## config.mk

```make
export PLATFORM = sky130hd
export DESIGN_NAME = sdp_line_classifier
export DESIGN_NICKNAME = d
export VERILOG_FILES = /design/src/rtl/core/slc_pkg.sv /design/src/rtl/core/sdp_line_classifier.sv
export SDC_FILE = /design/constraint.sdc
export NUM_CORES = 1
export LEC_CHECK = 0
export ABC_CLOCK_PERIOD_IN_PS = 5700
export BUFFER_PORTS_ARGS = -buffer_cell sky130_fd_sc_hd__buf_2
export CORE_UTILIZATION = 50
export CTS_BUF_LIST = sky130_fd_sc_hd__clkbuf_8
export CTS_CLUSTER_SIZE = 24
export DETAILED_ROUTE_END_ITERATION = 7
export GPL_TIMING_DRIVEN = 1
export HOLD_SLACK_MARGIN = 0.15
export PLACE_DENSITY_LB_ADDON = 0.12
export SYNTH_ARGS = -nofsm -noshare
export SYNTH_HDL_FRONTEND = slang
export SYNTH_SLANG_ARGS = --single-unit
export TNS_END_PERCENT = 1
```

## constraint.sdc

```tcl
create_clock -name clk -period 5.7 [get_ports clk]
set_input_delay 1.14 -clock clk [delete_from_list [all_inputs] [get_ports clk]]
set_output_delay 1.14 -clock clk [all_outputs]
set_load 0.01 [all_outputs]
```

## src/rtl/core/slc_pkg.sv

```systemverilog
// Shared types, codes and helpers for the SDP line classifier.
// Used by sdp_line_classifier and slc_checker; depends on nothing else.
`timescale 1ns / 1ps

package slc_pkg;

    localparam int SLC_MAX_MEDIA      = 8;
    localparam int SLC_MAX_BANDWIDTH  = 4;
    localparam int SLC_MAX_ATTRIBUTES = 16;
    localparam int SLC_POSITION_BITS  = 16;

    localparam logic [3:0] KIND_V       = 4'd0;
    localparam logic [3:0] KIND_O       = 4'd1;
    localparam logic [3:0] KIND_S       = 4'd2;
    localparam logic [3:0] KIND_I       = 4'd3;
    localparam logic [3:0] KIND_U       = 4'd4;
    localparam logic [3:0] KIND_E       = 4'd5;
    localparam logic [3:0] KIND_P       = 4'd6;
    localparam logic [3:0] KIND_C       = 4'd7;
    localparam logic [3:0] KIND_B       = 4'd8;
    localparam logic [3:0] KIND_Z       = 4'd9;
    localparam logic [3:0] KIND_K       = 4'd10;
    localparam logic [3:0] KIND_A       = 4'd11;
    localparam logic [3:0] KIND_T       = 4'd12;
    localparam logic [3:0] KIND_R       = 4'd13;
    localparam logic [3:0] KIND_M       = 4'd14;
    localparam logic [3:0] KIND_UNKNOWN = 4'd15;

    localparam logic [7:0] CHAR_LF = 8'h0A;
    localparam logic [7:0] CHAR_CR = 8'h0D;
    localparam logic [7:0] CHAR_EQ = 8'h3D;

    typedef enum logic [2:0] {
        PH_START  = 3'b001,
        PH_LETTER = 3'b010,
        PH_VALUE  = 3'b100
    } phase_t;

    typedef struct packed {
        logic [3:0]  line_kind;
        logic [3:0]  section;
        logic [3:0]  slot;
        logic [15:0] value_offset;
        logic [15:0] value_length;
        logic        stored;
        logic        message_end;
        logic [3:0]  media_count;
    } rec_t;

    function automatic logic [3:0] letter_kind(input logic [7:0] b);
        logic [3:0] k;
        case (b)
            8'h76:   k = KIND_V;
            8'h6F:   k = KIND_O;
            8'h73:   k = KIND_S;
            8'h69:   k = KIND_I;
            8'h75:   k = KIND_U;
            8'h65:   k = KIND_E;
            8'h70:   k = KIND_P;
            8'h63:   k = KIND_C;
            8'h62:   k = KIND_B;
            8'h7A:   k = KIND_Z;
            8'h6B:   k = KIND_K;
            8'h61:   k = KIND_A;
            8'h74:   k = KIND_T;
            8'h72:   k = KIND_R;
            8'h6D:   k = KIND_M;
            default: k = KIND_UNKNOWN;
        endcase
        return k;
    endfunction

    function automatic logic [15:0] sat_inc(input logic [15:0] v);
        return (v == 16'hFFFF) ? v : v + 16'd1;
    endfunction

endpackage

```

## src/rtl/core/sdp_line_classifier.sv

```systemverilog
// Top level of the SDP line classifier: input register, line parser, result queue.
// Depends on slc_pkg.
`timescale 1ns / 1ps

// The block takes a session description one byte a word and gives one record for
// each finished line (LF or CRLF; a lone CR is content, and the final byte of a
// message closes its last line). Throughput is one byte per clock while in_stall is low.
// A byte is held in the input register; the parse of that byte, with its few compares
// and counter updates, then writes the record into a two-entry output queue, and the
// record is offered from the head of that queue.
// in_stall rises only when the queue is full and the byte in the input register
// would close a line.
module sdp_line_classifier #(
    parameter int MAX_MEDIA      = slc_pkg::SLC_MAX_MEDIA,
    parameter int MAX_BANDWIDTH  = slc_pkg::SLC_MAX_BANDWIDTH,
    parameter int MAX_ATTRIBUTES = slc_pkg::SLC_MAX_ATTRIBUTES,
    parameter int POSITION_BITS  = slc_pkg::SLC_POSITION_BITS
) (
    input  logic        clk,
    input  logic        rst_n,
    input  logic        in_valid,
    output logic        in_stall,
    input  logic [7:0]  data_byte,
    input  logic        first_byte,
    input  logic        last_byte,
    output logic        out_valid,
    input  logic        out_stall,
    output logic [3:0]  line_kind,
    output logic [3:0]  section,
    output logic [3:0]  slot,
    output logic [15:0] value_offset,
    output logic [15:0] value_length,
    output logic        stored,
    output logic        message_end,
    output logic [3:0]  media_count
);

    localparam int MW = $clog2(MAX_MEDIA + 1);
    localparam int BW = $clog2(MAX_BANDWIDTH + 1);
    localparam int AW = $clog2(MAX_ATTRIBUTES + 1);
    localparam int PW = POSITION_BITS;

    // Input register.
    logic       s1_valid_reg;
    logic [7:0] s1_byte_reg;
    logic       s1_first_reg;
    logic       s1_last_reg;

    // Parser state.
    logic [PW-1:0]    pos_reg,  pos_next;
    slc_pkg::phase_t  ph_reg,   ph_next;
    logic [3:0]       kind_reg, kind_next;
    logic             pcr_reg,  pcr_next;
    logic             sess_reg, sess_next;
    logic             open_reg, open_next;
    logic [MW-1:0]    mt_reg,   mt_next;
    logic [BW-1:0]    bw_reg,   bw_next;
    logic [AW-1:0]    at_reg,   at_next;
    logic [PW-1:0]    vs_reg,   vs_next;
    logic [15:0]      vb_reg,   vb_next;

    // Output queue.
    logic          occ0_reg, occ1_reg;
    slc_pkg::rec_t q0_reg, q1_reg;

    logic          done;
    logic          s1_go;
    logic          push;
    logic          pop;
    slc_pkg::rec_t rec;

    always_comb
    begin
        logic [PW-1:0]   c_pos;
        slc_pkg::phase_t c_ph;
        logic [3:0]      c_kind;
        logic            c_pcr;
        logic            c_sess;
        logic            c_open;
        logic [MW-1:0]   c_mt;
        logic [BW-1:0]   c_bw;
        logic [AW-1:0]   c_at;
        logic [PW-1:0]   c_vs;
        logic [15:0]     c_vb;
        logic [3:0]      lk;
        logic            feed;
        logic            usable;
        logic [3:0]      r_slot;
        logic            r_stored;

        // A first byte starts from the reset state.
        if (s1_first_reg)
        begin
            c_pos  = '0;
            c_ph   = slc_pkg::PH_START;
            c_kind = slc_pkg::KIND_UNKNOWN;
            c_pcr  = 1'b0;
            c_sess = 1'b1;
            c_open = 1'b0;
            c_mt   = '0;
            c_bw   = '0;
            c_at   = '0;
            c_vs   = '0;
            c_vb   = '0;
        end
        else
        begin
            c_pos  = pos_reg;
            c_ph   = ph_reg;
            c_kind = kind_reg;
            c_pcr  = pcr_reg;
            c_sess = sess_reg;
            c_open = open_reg;
            c_mt   = mt_reg;
            c_bw   = bw_reg;
            c_at   = at_reg;
            c_vs   = vs_reg;
            c_vb   = vb_reg;
        end

        lk        = slc_pkg::letter_kind(s1_byte_reg);
        feed      = 1'b0;
        done      = 1'b0;
        usable    = 1'b0;
        r_slot    = '0;
        r_stored  = 1'b0;
        pos_next  = c_pos + PW'(1);
        ph_next   = c_ph;
        kind_next = c_kind;
        pcr_next  = c_pcr;
        vs_next   = c_vs;
        vb_next   = c_vb;

        case (c_ph)
            slc_pkg::PH_START:
            begin
                vs_next = c_pos;
                vb_next = '0;
                if (lk != slc_pkg::KIND_UNKNOWN)
                begin
                    kind_next = lk;
                    ph_next   = slc_pkg::PH_LETTER;
                end
                else
                begin
                    kind_next = slc_pkg::KIND_UNKNOWN;
                    ph_next   = slc_pkg::PH_VALUE;
                    feed      = 1'b1;
                end
            end
            slc_pkg::PH_LETTER:
            begin
                ph_next = slc_pkg::PH_VALUE;
                if (s1_byte_reg == slc_pkg::CHAR_EQ)
                begin
                    vs_next = c_pos + PW'(1);
                    vb_next = '0;
                end
                else
                begin
                    // The letter was not followed by '=', so the line is unknown.
                    kind_next = slc_pkg::KIND_UNKNOWN;
                    vb_next   = 16'd1;
                    feed      = 1'b1;
                end
            end
            default:
            begin
                feed = 1'b1;
            end
        endcase

        if (feed)
        begin
            if (pcr_next)
            begin
                pcr_next = 1'b0;
                if (s1_byte_reg == slc_pkg::CHAR_LF)
                    done = 1'b1;
                else
                    vb_next = slc_pkg::sat_inc(vb_next);
            end
            if (!done)
            begin
                if (s1_byte_reg == slc_pkg::CHAR_LF)
                    done = 1'b1;
                else if (s1_byte_reg == slc_pkg::CHAR_CR)
                    pcr_next = 1'b1;
                else
                    vb_next = slc_pkg::sat_inc(vb_next);
            end
        end

        // The final byte closes whatever line is still open.
        if (!done && s1_last_reg)
        begin
            if (ph_next == slc_pkg::PH_LETTER)
            begin
                kind_next = slc_pkg::KIND_UNKNOWN;
                vb_next   = 16'd1;
            end
            if (pcr_next)
            begin
                vb_next  = slc_pkg::sat_inc(vb_next);
                pcr_next = 1'b0;
            end
            done = 1'b1;
        end

        sess_next = c_sess;
        open_next = c_open;
        mt_next   = c_mt;
        bw_next   = c_bw;
        at_next   = c_at;

        if (done)
        begin
            if (kind_next == slc_pkg::KIND_M)
            begin
                sess_next = 1'b0;
                if (c_mt < MW'(MAX_MEDIA))
                begin
                    mt_next   = c_mt + MW'(1);
                    open_next = 1'b1;
                    bw_next   = '0;
                    at_next   = '0;
                    r_stored  = 1'b1;
                end
                else
                begin
                    open_next = 1'b0;
                end
            end
            else if (kind_next != slc_pkg::KIND_UNKNOWN)
            begin
                // Media sections keep only i, c, k, b and a lines.
                usable = c_sess || (c_open && (kind_next == slc_pkg::KIND_I ||
                                               kind_next == slc_pkg::KIND_C ||
                                               kind_next == slc_pkg::KIND_K ||
                                               kind_next == slc_pkg::KIND_B ||
                                               kind_next == slc_pkg::KIND_A));
                if (usable)
                begin
                    if (kind_next == slc_pkg::KIND_B)
                    begin
                        if (c_bw < BW'(MAX_BANDWIDTH))
                        begin
                            r_slot   = 4'(c_bw);
                            bw_next  = c_bw + BW'(1);
                            r_stored = 1'b1;
                        end
                    end
                    else if (kind_next == slc_pkg::KIND_A)
                    begin
                        if (c_at < AW'(MAX_ATTRIBUTES))
                        begin
                            r_slot   = 4'(c_at);
                            at_next  = c_at + AW'(1);
                            r_stored = 1'b1;
                        end
                    end
                    else
                    begin
                        r_stored = 1'b1;
                    end
                end
            end
        end

        rec.line_kind    = kind_next;
        rec.section      = (!sess_next && open_next) ? 4'(mt_next) : 4'd0;
        rec.slot         = r_slot;
        rec.value_offset = 16'(vs_next);
        rec.value_length = vb_next;
        rec.stored       = r_stored;
        rec.message_end  = s1_last_reg;
        rec.media_count  = 4'(mt_next);

        if (done)
        begin
            ph_next   = slc_pkg::PH_START;
            kind_next = slc_pkg::KIND_UNKNOWN;
            pcr_next  = 1'b0;
            vb_next   = '0;
            if (s1_last_reg)
            begin
                pos_next  = '0;
                sess_next = 1'b1;
                open_next = 1'b0;
                mt_next   = '0;
                bw_next   = '0;
                at_next   = '0;
                vs_next   = '0;
            end
        end
    end

    // A byte that closes no line never waits on the queue.
    assign s1_go    = !(occ0_reg && occ1_reg) || !done;
    assign in_stall = s1_valid_reg && !s1_go;
    assign push     = s1_valid_reg && s1_go && done;
    assign pop      = occ0_reg && !out_stall;

    always_ff @(posedge clk or negedge rst_n)
    begin
        if (!rst_n)
        begin
            s1_valid_reg <= 1'b0;
            pos_reg      <= '0;
            ph_reg       <= slc_pkg::PH_START;
            kind_reg     <= slc_pkg::KIND_UNKNOWN;
            pcr_reg      <= 1'b0;
            sess_reg     <= 1'b1;
            open_reg     <= 1'b0;
            mt_reg       <= '0;
            bw_reg       <= '0;
            at_reg       <= '0;
            vs_reg       <= '0;
            vb_reg       <= '0;
            occ0_reg     <= 1'b0;
            occ1_reg     <= 1'b0;
        end
        else
        begin
            if (!in_stall)
                s1_valid_reg <= in_valid;

            if (s1_valid_reg && s1_go)
            begin
                pos_reg  <= pos_next;
                ph_reg   <= ph_next;
                kind_reg <= kind_next;
                pcr_reg  <= pcr_next;
                sess_reg <= sess_next;
                open_reg <= open_next;
                mt_reg   <= mt_next;
                bw_reg   <= bw_next;
                at_reg   <= at_next;
                vs_reg   <= vs_next;
                vb_reg   <= vb_next;
            end

            if (!occ0_reg)
                occ0_reg <= push;
            else if (!occ1_reg)
            begin
                if (pop)
                    occ0_reg <= push;
                else
                    occ1_reg <= push;
            end
            else if (pop)
                occ1_reg <= 1'b0;
        end
    end

    always_ff @(posedge clk)
    begin
        if (!in_stall && in_valid)
        begin
            s1_byte_reg  <= data_byte;
            s1_first_reg <= first_byte;
            s1_last_reg  <= last_byte;
        end

        if (!occ0_reg || (pop && !occ1_reg))
        begin
            if (push)
                q0_reg <= rec;
        end
        else if (occ1_reg)
        begin
            if (pop)
                q0_reg <= q1_reg;
        end
        else if (push)
            q1_reg <= rec;
    end

    assign out_valid    = occ0_reg;
    assign line_kind    = q0_reg.line_kind;
    assign section      = q0_reg.section;
    assign slot         = q0_reg.slot;
    assign value_offset = q0_reg.value_offset;
    assign value_length = q0_reg.value_length;
    assign stored       = q0_reg.stored;
    assign message_end  = q0_reg.message_end;
    assign media_count  = q0_reg.media_count;

endmodule

```

## After elaboration in Yosys (flattened, before gate mapping)

Cells that the tools add are included.

| word-level totals | value |
|---|---|
| flip-flop bits (word level) | 183 |
| bits of input ports | 14 |
| output and inout bits | 52 |
| logic and storage cells | 227 |

| operators by class | value |
|---|---|
| multiplexer cells | 119 |
| add/sub/neg operators | 7 |
| bitwise operators | 2 |
| $lt $le $gt $ge | 3 |
| reductions and logical operators | 30 |
| equal/unequal tests | 33 |

Operators with widths:

| cell | number |
|---|---|
| $mux W16 | 23 |
| $mux W50 | 4 |
| $eq A8 B7 Y1 const B | 15 |
| $mux W4 | 20 |
| $add A16 B1 Y16 const B | 4 |
| $pmux W16 S2 | 2 |
| $pmux W4 S15 | 1 |
| $mux W5 | 11 |
| $eq A16 B16 Y1 const B | 3 |
| $mux W3 | 14 |
| $mux W1 | 41 |
| $eq A4 B4 Y1 const B | 4 |
| $eq A8 B4 Y1 const B | 2 |
| $logic_and A1 B1 Y1 | 10 |
| $logic_not A1 Y1 | 9 |
| $eq A8 B6 Y1 const B | 1 |
| $ne A4 B4 Y1 const B | 2 |
| $pmux W4 S2 | 1 |
| $logic_or A1 B1 Y1 | 7 |
| $eq A3 B2 Y1 const B | 2 |
| $pmux W3 S2 | 1 |
| $reduce_and A3 Y1 | 2 |
| $add A5 B1 Y5 const B | 1 |
| $lt A5 B5 Y1 const B | 1 |
| other kinds (11) | 13 |

## Logic depth before layout (Yosys ltp)

| depth | value |
|---|---|
| depth after elaboration | 24 |
| mapped depth | 25 |
| gate-level depth less buffers | 23 |

## Worst setup path after synthesis

No wires, ideal clock.

| timing path | value |
|---|---|
| kind | flip-flop to flip-flop |
| from | reg ph_reg[0] |
| to | reg q0_reg (netlist bit value_length[9]), data pin |
| setup time | 0.152 ns |
| path slack | 0.065 ns |
| cell stages (with the launch flop) | 25 |
| arrival time | 5.483 ns |
| clock period less this slack | 5.635 ns |
| path through | dfstp_2 > xnor2_1 > o21a_1 > buf_2 > a21oi_1 > inv_1 > ha_1 > and4_1 > and4_1 > clkbuf_1 > a21oi_2 > xor2_1 > inv_1 > ha_1 > o211ai_1 > a211oi_2 > o21ai_0 > or3_1 > nand3_1 > nor2b_1 > nand3_2 > or4_4 > buf_6 > a31o_1 > a31oi_2 |

| between the ends | value |
|---|---|
| word-level cells in the longest chain between the ends | 22 |

Ends and longest elaborated chain:

| element | RTL line | text |
|---|---|---|
| start, declared | sdp_line_classifier.sv:51 | `slc_pkg::phase_t ph_reg, ph_next;` |
| start signal, assigned | sdp_line_classifier.sv:310 | `ph_reg <= slc_pkg::PH_START;` |
| start signal, assigned | sdp_line_classifier.sv:331 | `ph_reg <= ph_next;` |
| $mux W3 (*) | sdp_line_classifier.sv:92 | `if (s1_first_reg)` |
| $eq A3 B2 Y1 / $eq A3 B1 Y1 (equally long branches) | sdp_line_classifier.sv:134 | `case (c_ph)` |
| $pmux W16 S2 | sdp_line_classifier.sv:134 |  |
| $add A16 B1 Y16 / $eq A16 B16 Y1 (equally long branches) | slc_pkg.sv:74 | `return (v == 16'hFFFF) ? v : v + 16'd1;` |
| $mux W16 | slc_pkg.sv:74 |  |
| $mux W16 | sdp_line_classifier.sv:178 | `if (s1_byte_reg == slc_pkg::CHAR_LF)` |
| $mux W16 | sdp_line_classifier.sv:175 | `if (pcr_next)` |
| $mux W16 | sdp_line_classifier.sv:173 | `if (feed)` |
| [6 not listed] | -- |  |
| $mux W16 | sdp_line_classifier.sv:197 | `if (ph_next == slc_pkg::PH_LETTER)` |
| $mux W16 | sdp_line_classifier.sv:195 | `if (!done && s1_last_reg)` |
| $add A16 B1 Y16 / $eq A16 B16 Y1 (equally long branches) | slc_pkg.sv:74 |  |
| $mux W16 | slc_pkg.sv:74 |  |
| $mux W16 | sdp_line_classifier.sv:202 | `if (pcr_next)` |
| $mux W16 (*) | sdp_line_classifier.sv:195 |  |
| $mux W50 (*) | sdp_line_classifier.sv:368 | `if (push)` |
| $mux W50 (*) | sdp_line_classifier.sv:366 | `if (!occ0_reg \|\| (pop && !occ1_reg))` |
| end signal, assigned | sdp_line_classifier.sv:369 | `q0_reg <= rec;` |
| end signal, assigned | sdp_line_classifier.sv:374 | `q0_reg <= q1_reg;` |
| end, declared | sdp_line_classifier.sv:64 | `slc_pkg::rec_t q0_reg, q1_reg;` |

Mark *: on every way between the ends. The rest lies on a longest branch, timed or not. The select of a mux whose other input is x is not followed.
A chain may end at the register's enable or synchronous reset.

==> out/metrics.cfg <==
[outcome]
status = completed

[worst_setup_path]
crit_fanout = 7
criticalPathCategory = reg2reg
crit_required_ps = 5930
setup.worst_path.start_class = register
critPathTopFamily = simple AND/OR/NAND/NOR gates
rr_endpoint = value_length[12]
worstRegToRegCells = 21
regToRegSetupSlack_ps = 300
critPathCaptureType = register
r2r-start = ph_reg[0]
cp.arrival_ps = 5620
crit_path_max_incr_delay_ps = 550
crit_chain = or4b_1, a21oi_1, a21oi_1, inv_1, ha_1, and4_1, buf_4, o2111ai_1, a221o_1, nor4_2, nor2b_2, nand2_1, o21ai_2, xnor2_1, or2_2, nand2_1, ha_1, nand4_1, nor4_2, mux2_2, mux2_2
cp_slowest_cell = or4b_1
worst-path-buf-inv = 2

[placement]
gp_congestion = 1.02
pre_cts_slack_ps = 184
dp_cells = 1408
placed_area_sq_um = 11300
hpwlAfterDp_mm = 20.0
io_buffers = 65

[sta]
whs_ps = 487
fmax_ghz = 0.185
clock_skew_ps = 21.9
final-max-slew-violation-count = 0
setup_slack_ps = 301
period_share_pct = 94.7
tns_ps = 0
hold_viol = 0
post-route-min-period_ps = 5400
worst_slew_margin_rel_pct = 25.5
setup_viol_count_final = 0
worst_pin_slew_ps = 1110

[pwr]
totalPowerFinal_mw = 3.20
cellPowerDensity_nw_per_um2 = 272
peakVddDrop_v = 0.000234
p_leak_nw = 4.59

[floorplan]
fp.dieH_microns = 146
core-area_sq_um = 20300
die-area_sq_um = 21400
dieWidth_microns = 146
row_count = 52
num_io_pins = 66
start_util_pct = 51.3

[synthesis]
synth-seq-area-share_pct = 49.3
synth_cell_types = 90
synth_edf_count = 110
ys_seq_elements = 183
yosys.area_share.simple_pct = 21.0
synthAdderAreaFrac_pct = 1.27
netlist_area_sq_um = 10400
synthXorXnorAreaFrac_pct = 2.27
ys.flop_type = edfxtp_1
yosysWarnings = 0
syn_area_per_cell_sq_um = 9.63
synth_compound_area_share_pct = 20.8
synthMuxAreaShare_pct = 1.79
synth_top_family_by_area = simple AND/OR/NAND/NOR gates
async_reset_ff_share_pct = 39.9
syn_inst = 1082
syn-num-nets = 1105

[grt]
grt_use_total_pct = 27.4
grt_pass1_wl_mm = 45.9
grt_max_degree = 74
antenna_found_initial = 0
grt-ovfl-total = 0
grt_pass1_vias = 8305

[run]
maxCapViolCount = 0

[finish]
largest_register_ff_count = 50
synthToLayoutAreaGrowth_pct = 12.7
fin_util_pct = 57.8
drive_above_1_share_pct = 18.1
instances_no_fill = 1441
final_area_sq_um = 11700
fillCellCount = 1812
nets = 1180

[clocking]
root_buffer = clkbuf_8
clock-sinks = 183
cts_buffers = 17
htree_levels = 4
cts_resized = 0
post_cts_buffers = 0
clk_latency_ps = 470
clk_pin_slew_worst_paths_ps = 110
ctsHoldBuffers = 0
ctsLongestPathBuffers = 2
cts_tree = done

[min_path]
hold_class = reg2reg
whs_path_depth = 2
min_from = at_reg[0]
hold_end = at_reg[0]

[routing]
drtAntennaViolNets = 0
vias = 8904
first_pass_iters = 5
via_per_inst = 6.18
wire_per_inst_microns = 19.8
drc = 0
drt_wl_total_mm = 28.6
dr.first_iter.drc_count = 698

## power breakdown
part           internal, mW  total [mW]  switching, mW  leakage, nW
Sequential             1.57        1.62         0.0508         2.05
Clock                 0.338       0.904          0.566        0.205
Combinational         0.213       0.676          0.463         2.34
Total                  2.12        3.20           1.08         4.59
## cells in the mapped netlist (6+ instances only)
cell type    n  area share, %
nor2_1     116            4.2
nand2_1    113            4.1
edfxtp_1   110             32
o21ai_0     95            4.6
dfrtp_1     67             16
a21oi_1     51            2.5
clkbuf_1    49            1.8
inv_1       37            1.3
nand3_1     31            1.5
nor2b_1     24            1.4
a31oi_1     23            1.4
nor3_1      23            1.1
and3_1      20            1.2
nand4_1     20            1.2
o31ai_1     19            1.4
a22o_1      17            1.4
nor4_1      14           0.84
xnor2_1     14            1.2
mux2_2      13            1.4
xor2_1      13            1.1
o22ai_1     11           0.66
and4_1      10           0.84
nand2b_1    10           0.60
ha_1         9            1.1
a21o_1       7           0.50
o211ai_1     7           0.50
o21a_1       7           0.50
or2_2        7           0.42
and2_1       6           0.36
dfstp_2      6            1.5
nand3b_1     6           0.43
## logic make-up (layout without fill, tap and decap cells)
logic type / count (synthesis) / after routing
AO/OA/AOI/OAI: 318 / 318
XOR/XNOR: 27 / 27
adder cells (fa/ha/maj): 11 / 11
buffers and inverters: 95 / 183
flip-flops: 183 / 183
multiplexers: 17 / 17
other: 0 / 1
AND/OR/NAND/NOR: 431 / 431
## worst min-delay path: cells and delay by family (launching register included)
kind,cells,cell delay [ps]
DFF,1,360
AOI/OAI and AO/OA,1,60
and+or+nand+nor,1,50
## area by class of cell
type / instances / area, sq um / area share, %
clock inverter: 15 / 174 / 1.48
inverter: 37 / 139 / 1.18
clock buffer: 17 / 234 / 1.99
tap: 270 / 338 / 2.88
sequential: 183 / 5140 / 43.8
timing repair buffer: 114 / 708 / 6.03
multi-input combinational: 804 / 5010 / 42.7
antenna: 1 / 2.50 / 0.0213
## layer usage
metal | vias up | GRT usage [%] | part of all wire, %
met4 | 0 | 9.38 | 2.3
met1 | 4267 | 40.7 | 47
met3 | 58 | 3.44 | 6.7
met2 | 373 | 41.4 | 44
met5 | - | 0 | 0
li1 | 4206 | - | -
## layout by cell type (no fill, tap or decap), types with 5 or more instances in the layout
master,n
dfstp_2,6
o211ai_1,7
or3_1,5
o31ai_1,19
a21oi_1,51
or2_2,7
mux2_2,13
a221o_1,5
xor2_1,13
xnor2_1,14
o21ai_0,92
o22ai_1,11
a222oi_1,5
nand3b_1,6
inv_1,37
dfrtp_1,67
clkbuf_8,17
a31oi_1,23
a22o_1,17
buf_2,64
edfxtp_1,110
nand2_1,113
o21a_1,7
and2_1,6
nor2b_1,22
a211oi_1,5
nand2b_1,10
and3_1,20
nor4_1,10
nor3_1,22
ha_1,9
and4_1,10
nand4_1,20
buf_4,49
a41o_1,5
nor2_1,115
nand3_1,30
a21o_1,7
## worst max-delay path by stage
stage / startpoint / to / slack (ps) / cells after the start
2_1_floorplan: ph_reg[0] / value_length[9] / 70 / 24
3_3_place_gp: s1_byte_reg[7] / value_length[5] / 180 / 22
3_5_place_dp: s1_byte_reg[7] / value_length[5] / 180 / 22
4_1_cts: s1_byte_reg[7] / value_length[5] / 80 / 22
5_1_grt: s1_first_reg / value_length[12] / -20 / 21
6_report: ph_reg[0] / value_length[12] / 300 / 21
Power figures use the tool's default switching activity.
